## src/rtl/path_check_and_hash_core_defines.svh

```systemverilog
// ----------------------------------------------------------------------------
// path_check_and_hash_core_defines
// Assertion macros for the path check and hash core.
// ----------------------------------------------------------------------------
`ifndef PATH_CHECK_AND_HASH_CORE_DEFINES_SVH
`define PATH_CHECK_AND_HASH_CORE_DEFINES_SVH

// same-cycle implication, disabled in reset
`define PCH_ASSERT_IMPL(label, ante, cons, msg) \
    label: assert property (@(posedge clk) disable iff (!rst_n) (ante) |-> (cons)) \
        else $error(msg);

// next-cycle implication, disabled in reset
`define PCH_ASSERT_NEXT(label, ante, cons, msg) \
    label: assert property (@(posedge clk) disable iff (!rst_n) (ante) |=> (cons)) \
        else $error(msg);

`endif

```

## src/rtl/pch_pkg.sv

```systemverilog
// ----------------------------------------------------------------------------
// pch_pkg
// Constants, types and the FNV-1a step shared by the path check and hash RTL.
// ----------------------------------------------------------------------------
`timescale 1ns / 1ps

package pch_pkg;

    localparam logic [31:0] FNV_BASIS = 32'd2166136261;
    localparam logic [31:0] FNV_PRIME = 32'd16777619;

    localparam logic [7:0] CH_NUL    = 8'h00;
    localparam logic [7:0] CH_SLASH  = 8'h2F;
    localparam logic [7:0] CH_BSLASH = 8'h5C;
    localparam logic [7:0] CH_COLON  = 8'h3A;
    localparam logic [7:0] CH_DOT    = 8'h2E;

    localparam logic [1:0] SEG_EMPTY = 2'd0;
    localparam logic [1:0] SEG_ONE   = 2'd1;
    localparam logic [1:0] SEG_TWO   = 2'd2;
    localparam logic [1:0] SEG_MANY  = 2'd3;

    typedef struct packed {
        logic        valid_res;
        logic [31:0] hash;
    } pch_result_t;

    // (h ^ c) * 0x01000193 mod 2^32, as shifts and adds
    function automatic logic [31:0] fnv_step(input logic [31:0] h, input logic [7:0] c);
        logic [31:0] x;
        begin
            x = h ^ {24'd0, c};
            return (x << 24) + (x << 8) + (x << 7) + (x << 4) + (x << 1) + x;
        end
    endfunction

endpackage

```

## src/rtl/pch_path_if.sv

```systemverilog
// ----------------------------------------------------------------------------
// pch_path_if
// Byte request channel: one path byte per request.
// ----------------------------------------------------------------------------
`timescale 1ns / 1ps

interface pch_path_if;
    logic       valid;
    logic       ready;
    logic [7:0] ch;

    modport source (output valid, output ch, input ready);
    modport sink   (input valid, input ch, output ready);
endinterface

```

## src/rtl/pch_result_if.sv

```systemverilog
// ----------------------------------------------------------------------------
// pch_result_if
// Result request channel: verdict and hash for one terminated path.
// ----------------------------------------------------------------------------
`timescale 1ns / 1ps

interface pch_result_if;
    logic        valid;
    logic        ready;
    logic        valid_res;
    logic [31:0] hash;

    modport source (output valid, output valid_res, output hash, input ready);
    modport sink   (input valid, input valid_res, input hash, output ready);
endinterface

```

## src/rtl/pch_path_track.sv

```systemverilog
// ----------------------------------------------------------------------------
// pch_path_track
// Per-path state: running FNV-1a hash, segment length, dot marks, error flag.
// ----------------------------------------------------------------------------
`timescale 1ns / 1ps

module pch_path_track
    import pch_pkg::*;
(
    input  logic        clk,
    input  logic        rst_n,
    input  logic        step,
    input  logic [7:0]  ch,
    output pch_result_t res
);

    logic [31:0] hash_acc_reg, hash_acc_next;
    logic [1:0]  seg_len_reg, seg_len_next;
    logic        first_dot_reg, first_dot_next;
    logic        second_dot_reg, second_dot_next;
    logic        bad_reg, bad_next;
    logic        dotdot;
    logic        is_dot;

    assign dotdot = (seg_len_reg == SEG_TWO) && first_dot_reg && second_dot_reg;
    assign is_dot = (ch == CH_DOT);

    assign res.valid_res = !bad_reg && (seg_len_reg != SEG_EMPTY) && !dotdot;
    assign res.hash      = hash_acc_reg;

    always_comb
    begin
        hash_acc_next   = hash_acc_reg;
        seg_len_next    = seg_len_reg;
        first_dot_next  = first_dot_reg;
        second_dot_next = second_dot_reg;
        bad_next        = bad_reg;
        if (step)
        begin
            if (ch == CH_NUL)
            begin
                hash_acc_next   = FNV_BASIS;
                seg_len_next    = SEG_EMPTY;
                first_dot_next  = 1'b0;
                second_dot_next = 1'b0;
                bad_next        = 1'b0;
            end
            else
            begin
                hash_acc_next = fnv_step(hash_acc_reg, ch);
                if (ch == CH_SLASH)
                begin
                    bad_next        = bad_reg || (seg_len_reg == SEG_EMPTY) || dotdot;
                    seg_len_next    = SEG_EMPTY;
                    first_dot_next  = 1'b0;
                    second_dot_next = 1'b0;
                end
                else
                begin
                    bad_next = bad_reg || (ch == CH_BSLASH) || (ch == CH_COLON);
                    if (seg_len_reg == SEG_EMPTY)
                    begin
                        first_dot_next = is_dot;
                    end
                    if (seg_len_reg == SEG_ONE)
                    begin
                        second_dot_next = is_dot;
                    end
                    if (seg_len_reg != SEG_MANY)
                    begin
                        seg_len_next = seg_len_reg + 2'd1;
                    end
                end
            end
        end
    end

    always_ff @(posedge clk or negedge rst_n)
    begin
        if (!rst_n)
        begin
            hash_acc_reg   <= FNV_BASIS;
            seg_len_reg    <= SEG_EMPTY;
            first_dot_reg  <= 1'b0;
            second_dot_reg <= 1'b0;
            bad_reg        <= 1'b0;
        end
        else
        begin
            hash_acc_reg   <= hash_acc_next;
            seg_len_reg    <= seg_len_next;
            first_dot_reg  <= first_dot_next;
            second_dot_reg <= second_dot_next;
            bad_reg        <= bad_next;
        end
    end

endmodule

```

## src/rtl/path_check_and_hash_core.sv

```systemverilog
// ----------------------------------------------------------------------------
// path_check_and_hash_core
// Relative path checker with FNV-1a 32-bit hash, one byte per request.
// ----------------------------------------------------------------------------
// Takes one path byte per cycle, back to back, except while the input stalls.
// A zero byte ends the path; once it has passed the input register and been
// pushed into the output buffer, the result carries the verdict (no backslash,
// colon, empty or ".." segment before a slash, nonempty final segment that is
// not "..") and the hash of every byte before it. Each byte passes an input
// register and a single shift-add update of the hash register. Results go to
// a two-entry output buffer, so bytes keep flowing while a result waits; input
// stalls only when both entries are full and a terminator is waiting.
// ----------------------------------------------------------------------------
`timescale 1ns / 1ps
`include "path_check_and_hash_core_defines.svh"

module path_check_and_hash_core
    import pch_pkg::*;
(
    input  logic         clk,
    input  logic         rst_n,
    pch_path_if.sink     path,
    pch_result_if.source result
);

    logic        in_vld_reg, in_vld_next;
    logic [7:0]  in_ch_reg;
    logic        step;
    logic        push;
    logic        pop;
    pch_result_t new_res;

    logic        head_vld_reg, head_vld_next;
    logic        tail_vld_reg, tail_vld_next;
    pch_result_t head_reg, head_next;
    pch_result_t tail_reg, tail_next;

    assign step       = in_vld_reg && ((in_ch_reg != CH_NUL) || !tail_vld_reg);
    assign push       = step && (in_ch_reg == CH_NUL);
    assign pop        = head_vld_reg && result.ready;
    assign path.ready = !in_vld_reg || step;

    assign in_vld_next = path.valid || (in_vld_reg && !step);

    always_ff @(posedge clk or negedge rst_n)
    begin
        if (!rst_n)
        begin
            in_vld_reg <= 1'b0;
        end
        else
        begin
            in_vld_reg <= in_vld_next;
        end
    end

    always_ff @(posedge clk)
    begin
        if (path.valid && path.ready)
        begin
            in_ch_reg <= path.ch;
        end
    end

    pch_path_track u_track (
        .clk   (clk),
        .rst_n (rst_n),
        .step  (step),
        .ch    (in_ch_reg),
        .res   (new_res)
    );

    always_comb
    begin
        head_vld_next = head_vld_reg;
        tail_vld_next = tail_vld_reg;
        head_next     = head_reg;
        tail_next     = tail_reg;
        if (pop)
        begin
            head_next     = tail_reg;
            head_vld_next = tail_vld_reg;
            tail_vld_next = 1'b0;
            if (push)
            begin
                if (tail_vld_reg)
                begin
                    tail_next     = new_res;
                    tail_vld_next = 1'b1;
                end
                else
                begin
                    head_next     = new_res;
                    head_vld_next = 1'b1;
                end
            end
        end
        else if (push)
        begin
            if (!head_vld_reg)
            begin
                head_next     = new_res;
                head_vld_next = 1'b1;
            end
            else
            begin
                tail_next     = new_res;
                tail_vld_next = 1'b1;
            end
        end
    end

    always_ff @(posedge clk or negedge rst_n)
    begin
        if (!rst_n)
        begin
            head_vld_reg <= 1'b0;
            tail_vld_reg <= 1'b0;
        end
        else
        begin
            head_vld_reg <= head_vld_next;
            tail_vld_reg <= tail_vld_next;
        end
    end

    always_ff @(posedge clk)
    begin
        head_reg <= head_next;
        tail_reg <= tail_next;
    end

    assign result.valid     = head_vld_reg;
    assign result.valid_res = head_reg.valid_res;
    assign result.hash      = head_reg.hash;

    `PCH_ASSERT_IMPL(a_tail_needs_head, tail_vld_reg, head_vld_reg, "tail valid without head")
    `PCH_ASSERT_NEXT(a_push_lands, push, head_vld_reg, "pushed result not visible")
    `PCH_ASSERT_NEXT(a_fill_tail, head_vld_reg && !pop && push, tail_vld_reg, "result lost")

endmodule

```

## src/flat_wrapper.sv

```systemverilog
// flat-port wrapper written by rule: the top's interface ports become plain ports
module path_check_and_hash_core_flat import pch_pkg::*;
  (clk, rst_n, path_valid, path_ch, path_ready, result_valid, result_valid_res, result_hash, result_ready);
  pch_path_if path_i ();
  pch_result_if result_i ();
  input  logic clk;
  input  logic rst_n;
  input wire logic [$bits(path_i.valid)-1:0] path_valid;
  input wire logic [$bits(path_i.ch)-1:0] path_ch;
  output wire logic [$bits(path_i.ready)-1:0] path_ready;
  output wire logic [$bits(result_i.valid)-1:0] result_valid;
  output wire logic [$bits(result_i.valid_res)-1:0] result_valid_res;
  output wire logic [$bits(result_i.hash)-1:0] result_hash;
  input wire logic [$bits(result_i.ready)-1:0] result_ready;
  assign path_i.valid = path_valid;
  assign path_i.ch = path_ch;
  assign path_ready = path_i.ready;
  assign result_valid = result_i.valid;
  assign result_valid_res = result_i.valid_res;
  assign result_hash = result_i.hash;
  assign result_i.ready = result_ready;
  path_check_and_hash_core u_core (.clk(clk), .rst_n(rst_n), .path(path_i), .result(result_i));
endmodule
```

## config.mk

```make
export PLATFORM = sky130hd
export DESIGN_NAME = path_check_and_hash_core_flat
export DESIGN_NICKNAME = d
export VERILOG_FILES = /design/src/rtl/pch_pkg.sv /design/src/rtl/pch_path_if.sv /design/src/rtl/pch_result_if.sv /design/src/rtl/pch_path_track.sv /design/src/rtl/path_check_and_hash_core.sv /design/src/flat_wrapper.sv
export VERILOG_INCLUDE_DIRS = /design/src /design/src/rtl
export SDC_FILE = /design/constraint.sdc
export NUM_CORES = 1
export LEC_CHECK = 0
export BUFFER_PORTS_ARGS = -buffer_cell sky130_fd_sc_hd__clkbuf_2
export CAP_MARGIN = 5
export CELL_PAD_IN_SITES_DETAIL_PLACEMENT = 2
export CELL_PAD_IN_SITES_GLOBAL_PLACEMENT = 2
export CORE_MARGIN = 1.5
export CORE_UTILIZATION = 43
export CTS_BUF_LIST = sky130_fd_sc_hd__clkbuf_16
export CTS_CLUSTER_SIZE = 28
export DETAILED_ROUTE_END_ITERATION = 16
export PLACE_DENSITY = 0.86
export SLEW_MARGIN = 10
export SYNTH_ARGS = -nofsm -noshare
export SYNTH_HDL_FRONTEND = slang
export SYNTH_HIERARCHICAL = 1
export SYNTH_SLANG_ARGS = --single-unit
export TNS_END_PERCENT = 20
```

## constraint.sdc

```tcl
create_clock -name clk -period 5.13 [get_ports clk]
set_input_delay 0.2565 -clock clk [delete_from_list [all_inputs] [get_ports clk]]
set_output_delay 0.2565 -clock clk [all_outputs]
set_load 0.01 [all_outputs]
```

==> results of run 1 <==
==> worst max-delay path by stage <==
| stage | end | slack, ns | from |
|---|---|---|---|
| finish | u_core/u_track/hash_acc_reg[26] | 0.33 | u_core/in_ch_reg[1] |
| CTS | u_core/u_track/hash_acc_reg[18] | 0.37 | u_core/in_ch_reg[1] |
| detailed placement | u_core/u_track/hash_acc_reg[18] | 0.48 | u_core/in_ch_reg[1] |
| global route | u_core/u_track/hash_acc_reg[18] | 0.1 | u_core/in_ch_reg[1] |
| global placement | u_core/u_track/hash_acc_reg[31] | 0.68 | u_core/in_ch_reg[2] |
| floorplan | u_core/u_track/hash_acc_reg[31] | 0.94 | u_core/in_ch_reg[3] |
==> layout make-up <==
class | count | area, sq um | share of cell area
clock buffers | 17 | 425 | 0.0435
clock inverters | 15 | 173 | 0.0176
inverters | 142 | 533 | 0.0545
multi-input cells | 470 | 4690 | 0.479
flip-flops and latches | 114 | 3240 | 0.331
well taps | 265 | 332 | 0.0339
repair buffers | 65 | 393 | 0.0401
==> cells in the final DEF, fill, tap and decap left out, types with 3 or more instances in the layout <==
cell type / count
a21o_1: 8
a21oi_1: 30
a22oi_1: 8
a31oi_1: 7
a31oi_4: 3
and3_1: 4
buf_4: 11
clkbuf_16: 17
clkbuf_2: 46
clkinv_4: 3
dfrtp_1: 26
dfstp_2: 14
dlygate4sd3_1: 8
edfxtp_1: 74
fa_1: 78
ha_1: 63
inv_1: 142
inv_6: 4
inv_8: 3
mux2_1: 33
nand2_1: 42
nand3_1: 12
nand4_1: 6
nor2_1: 31
nor2b_1: 3
nor3_1: 6
o211ai_1: 3
o21ai_0: 17
o21bai_1: 7
o22ai_1: 10
o2bb2ai_1: 3
or3_1: 3
xnor2_1: 23
xor2_1: 19
==> per-stage QoR <==
step                      worst slack (ns)  hold slack [ns]  std cells
final                                0.332          0.00518       1088
after CTS                            0.373          0.00171       1088
after detailed placement             0.485            0.415       1048
after floorplan                      0.942          -0.0391        744
after global routing                0.0991        0.0000384       1088
after global placement               0.685            0.390       1048
==> worst register-to-register path: cells and delay by family, from the launching register on <==
kind,cells,cell delay (ns)
fa+ha+maj,4,1.72
flops,1,0.50
compound gates,5,1.13
simple gates,1,0.24
xor+xnor,2,0.70
buf+inv,3,0.34
==> repair_timing <==
action,4_1_cts,5_1_grt
hold endpoints to repair,33,0
setup buffers,0,0
hold buffers,8,0
==> layer usage <==
metal,vias up,routed length [microns],part of all wire
met4,0,1200,0.041
met5,-,0,0
met3,79,1020,0.035
li1,2659,-,-
met2,168,15500,0.53
met1,3237,11300,0.39
==> kinds of logic (layout without fill, tap and decap cells) <==
| group | after synthesis | in the layout |
|---|---|---|
| AO/OA/AOI/OAI | 132 | 132 |
| XOR/XNOR | 42 | 42 |
| adder cells (fa/ha/maj) | 141 | 141 |
| buffers and inverters | 160 | 239 |
| flip-flops | 114 | 114 |
| multiplexers | 35 | 35 |
| AND/OR/NAND/NOR | 120 | 120 |
==> run summary, run 1 <==
CP Capture Type -> flip-flop
Setup TNS -> 0 ns
syn_area_per_cell -> 11.5 sq um
NumNets Final -> 963
largest cells by area after synthesis -> edfxtp_1 (26%), fa_1 (18%), ha_1 (9.2%)
launching point of the worst reg2reg path -> u_core/in_ch_reg[1]
first-pass GRT wire length -> 44.5 mm
met2 usage -> 0.547
Mapped Area -> 8540 sq um
core area -> 19500 sq um
All-Layer GR Usage -> 0.302
Buffers on Ports -> 46
Synth cell types -> 68
minimum clock period -> 4.80 ns
grt ovf -> 0
Final Slew Violations -> 0
min-delay src -> path_ch[1]
largest family of logic cells by synthesized area -> adder cells
Req. time, crit path -> 5.40 ns
fill cell count -> 1954
global-route track usage on met1 -> 0.342
Largest register FFs -> 33
most numerous cell in the Yosys netlist -> inv_1
antenna viol nets, final -> 0
CP Class -> reg -> reg
root buf cell -> clkbuf_16
hold depth -> 1
Buf/Inv on CP -> 3
Slew headroom -> 0.291
CTS tree -> yes
synth warn -> 6
hold endpoint -> u_core/in_ch_reg[1]
ys async rst share -> 0.351
vias in the first global route -> 7257
RePlAce Congestion -> 0.903
Yosys reg bits -> 114
simple-gate area share of the yosys netlist -> 0.0691
WP data arrival -> 5.07 ns
Avg WL per Cell -> 26.7 microns
largest net degree at the start of global routing -> 41
Post-route DRC -> 0
MaxCap Viol Count -> 0
number of flops mapped to enable cells by yosys -> 74
share of the synthesized area in the top cell type -> 0.260
worst clock skew -> 0.0118 ns
critical path's slowest cell -> fa_1
Min-Delay Path Class -> in -> reg
area post-placement -> 9110 sq um
Final Hold Fails -> 0
Initial Utilization -> 0.439
Ant. Diodes -> 0
status -> complete, no violations
Seq/Total Area, Yosys -> 0.379
drt total wl -> 29.1 mm
Vias -> 6143
Post-Synth XOR/XNOR Area -> 0.0431
Mapped Cells -> 744
CP max FO -> 5
Worst R2R End -> u_core/u_track/hash_acc_reg[26]
RSZ-0062 raised after global routing -> false
CP delay by family, top -> adder cells
clock buffer depth -> 2
vias per cell -> 5.65
leading area contributor after synthesis -> edfxtp_1
Clk Latency, worst-skew pair -> 0.44 ns
GR peak layer -> met2
complex-gate fraction of the synthesized area -> 0.113
CP startpoint kind -> flip-flop
post-synthesis adder-cell area fraction -> 0.275
met3 usage -> 0.0543
Fmax -> 208 MHz
Post-synth top cells -> inv_1 (142), fa_1 (78), edfxtp_1 (74)
most used cell, CP -> inv_1
clock sinks -> 114
final instance area -> 9790 sq um
post-synthesis mux area share -> 0.0458
final period utilization -> 0.935
first drt pass iteration count -> 4
worst stage delay on the critical path -> 0.54 ns
Boundary Pins -> 47
Worst-path clk slew -> 0.07 ns
Post-Syn Nets -> 897
endpoints failing setup -> 0
cell depth of the worst flop-to-flop path -> 15
Finished Core Util -> 0.503
number of CTS-inserted buffers -> 17
ys flop type -> edfxtp_1
CTS resizes -> 0
share of layout cells above drive strength 1 -> 0.154
Die Span Y -> 144 microns
flop2flop setup slack -> 0.33 ns
violation count after the first detailed-routing iteration -> 330
Tightest Pin Transition -> 1.06 ns
CP Depth -> 15
die area -> 20700 sq um
Area growth syn-to-layout -> 14.6%
DP HPWL -> 20.5 mm
initial antenna violation count -> 0
width of the die -> 144 microns
Critical Path, Cell by Cell -> xnor2_1, inv_1, fa_1, inv_1, fa_1, inv_1, ha_1, ha_1, a21o_1, a21o_1, o211ai_1, nand3_1, a21oi_1, xor2_1, o22ai_1
row cnt -> 51
htree depth -> 4
Power of run 1 is not shown: default switching activity piles up to over one toggle a cycle in this logic, so the estimate is an artifact.
==> inputs of run 2 (changes only) <==
GPL_TIMING_DRIVEN = 0   (was unset)
==> run 2 against run 1 <==
  * Sequential cell count unchanged
  * Worst setup slack worse by 0.16 ns
  * Count of clock-buffer cells in the layout unchanged
  * Global-route usage down 0.14 points
  * Utilization up 0.53 points
  * Worst hold slack gained 0.025 ns
  * Highest routed layer unchanged
==> run summary, run 2 (same netlist as run 1, synthesis figures left out) <==
status -> complete, no violations
violation count after the first detailed-routing iteration -> 315 (-4.5%)
Post-CTS Setup Bufs -> 0 (unchanged)
RSZ-0062 raised after global routing -> false
worst clock skew -> 0.0160 ns (+0.00415 ns)
met2 usage -> 0.540 (-0.00730)
WP data arrival -> 5.24 ns (+0.17 ns)
Die Span Y -> 144 microns (unchanged)
GR peak layer -> met2
Clk Latency, worst-skew pair -> 0.44 ns (about the same)
placed insts -> 1059 (+1.0%)
hold endpoint -> u_core/in_vld_reg
Tightest Pin Transition -> 1.14 ns (+0.0807 ns)
vias per cell -> 5.59 (-1.0%)
Post-route DRC -> 0 (unchanged)
CTS tree -> yes
htree depth -> 4 (unchanged)
number of CTS-inserted buffers -> 17 (unchanged)
Boundary Pins -> 47 (unchanged)
hold depth -> 2 (+1)
Vias -> 6141 (-0.033%)
MaxCap Viol Count -> 0 (unchanged)
row cnt -> 51 (unchanged)
commonest non-fill, non-tap cell in the layout -> inv_1
min-delay src -> path_valid
drt total wl -> 28.7 mm (-1.4%)
fill cell count -> 1907 (-2.4%)
NumNets Final -> 974 (+1.1%)
CP Class -> reg -> reg
Initial Utilization -> 0.439 (unchanged)
Avg WL per Cell -> 26.1 microns (-2.3%)
first-pass GRT wire length -> 44.4 mm (-0.19%)
Final Slew Violations -> 0 (unchanged)
CP startpoint kind -> flip-flop
final period utilization -> 0.968 (+0.0321)
Slew headroom -> 0.238 (-0.0530)
commonest cells after routing, fill and taps aside -> inv_1 (145), fa_1 (78), edfxtp_1 (74), ha_1 (63), clkbuf_2 (47)
endpoints failing setup -> 0 (unchanged)
root buf cell -> clkbuf_16
met3 usage -> 0.0643 (+0.0100)
CP max FO -> 5 (unchanged)
antenna viol nets, final -> 0 (unchanged)
clock buffer depth -> 2 (unchanged)
Min-Delay Path Class -> in -> reg
CP Capture Type -> flip-flop
Req. time, crit path -> 5.41 ns (about the same)
global-route track usage on met1 -> 0.335 (-0.00750)
share of layout cells above drive strength 1 -> 0.161 (+0.00636)
Worst-path clk slew -> 0.07 ns (about the same)
cell depth of the worst flop-to-flop path -> 14 (-1)
initial antenna violation count -> 0 (unchanged)
Worst R2R End -> u_core/u_track/hash_acc_reg[25]
vias in the first global route -> 7393 (+1.9%)
width of the die -> 144 microns (unchanged)
Area growth syn-to-layout -> 15.8%
Fmax -> 201 MHz (-3.3%)
largest net degree at the start of global routing -> 41 (unchanged)
All-Layer GR Usage -> 0.300 (-0.00142)
post-route insts no fill -> 1099 (+1.0%)
grt ovf -> 0 (unchanged)
minimum clock period -> 4.96 ns (+0.165 ns)
flop2flop setup slack -> 0.17 ns (-0.16 ns)
Largest register FFs -> 33 (unchanged)
Buffers on Ports -> 46 (unchanged)
die area -> 20700 sq um (unchanged)
DP HPWL -> 20.9 mm (+2.3%)
first drt pass iteration count -> 4 (unchanged)
Ant. Diodes -> 0 (unchanged)
clock sinks -> 114 (unchanged)
RePlAce Congestion -> 0.911 (+0.93%)
core area -> 19500 sq um (unchanged)
Final Hold Fails -> 0 (unchanged)
launching point of the worst reg2reg path -> u_core/in_ch_reg[5]
Setup TNS -> 0 ns (unchanged)
==> run 2: metrics by stage <==
stage                     utilization  hold WS, ns  setup WS (ns)  instance area [sq um]
final                           0.508       0.0304          0.167                   9890
after global placement          0.468        0.435         -0.453                   9100
after floorplan                     -      -0.0391          0.942                   8540
after CTS                       0.505      0.00138       -0.00806                   9830
after detailed placement        0.471        0.436        -0.0320                   9160
after global routing            0.508       0.0292         0.0352                   9890
==> run 2: critical path, stage by stage, from the launching register on <==
cell and delay (ns):
edfxtp_1 0.52, xor2_2 0.53, inv_1 0.25, fa_1 0.47
fa_1 0.55, inv_1 0.04, ha_1 0.27, ha_1 0.38
nand2_1 0.11, a21oi_1 0.35, o21ai_0 0.28, a211oi_2 0.36
o21ai_0 0.17, mux2i_1 0.35, o211ai_1 0.17
==> run 2: timing repair <==
item	4_1_cts	5_1_grt
resized for setup	3	7
endpoints found under the hold margin	7	1
setup endpoints to repair	3	8
hold buffers	7	1
==> run 2: worst max path at each step <==
stage                                         from                         endpoint  slack (ns)  cells after the start
global placement               u_core/in_ch_reg[0]           u_core/result.hash[15]       -0.45                      3
floorplan                      u_core/in_ch_reg[3]  u_core/u_track/hash_acc_reg[31]        0.94                     15
detailed placement  u_core/u_track/hash_acc_reg[6]  u_core/u_track/hash_acc_reg[25]       -0.03                     15
CTS                            u_core/in_ch_reg[5]  u_core/u_track/hash_acc_reg[25]      -0.008                     14
finish                         u_core/in_ch_reg[5]  u_core/u_track/hash_acc_reg[25]        0.17                     14
global route                   u_core/in_ch_reg[3]  u_core/u_track/hash_acc_reg[31]        0.04                     14
==> run 2: metal layers <==
metal,vias to the layer above,part of all wire
li1,2669,-
met1,3232,0.39
met2,162,0.54
met3,78,0.036
met4,0,0.042
met5,-,0
==> run 2: final cells by class <==
cell class / count / area (sq um) / share of cell area
plain buffers: 18 / 105 / 0.0106
clock buffers: 17 / 425 / 0.0430
clock inverters: 15 / 145 / 0.0147
inverters: 142 / 533 / 0.0539
multi-input cells: 470 / 4760 / 0.481
flip-flops and latches: 114 / 3240 / 0.328
well taps: 265 / 332 / 0.0335
repair buffers: 58 / 353 / 0.0357
Power of run 2 is left out for the same reason.
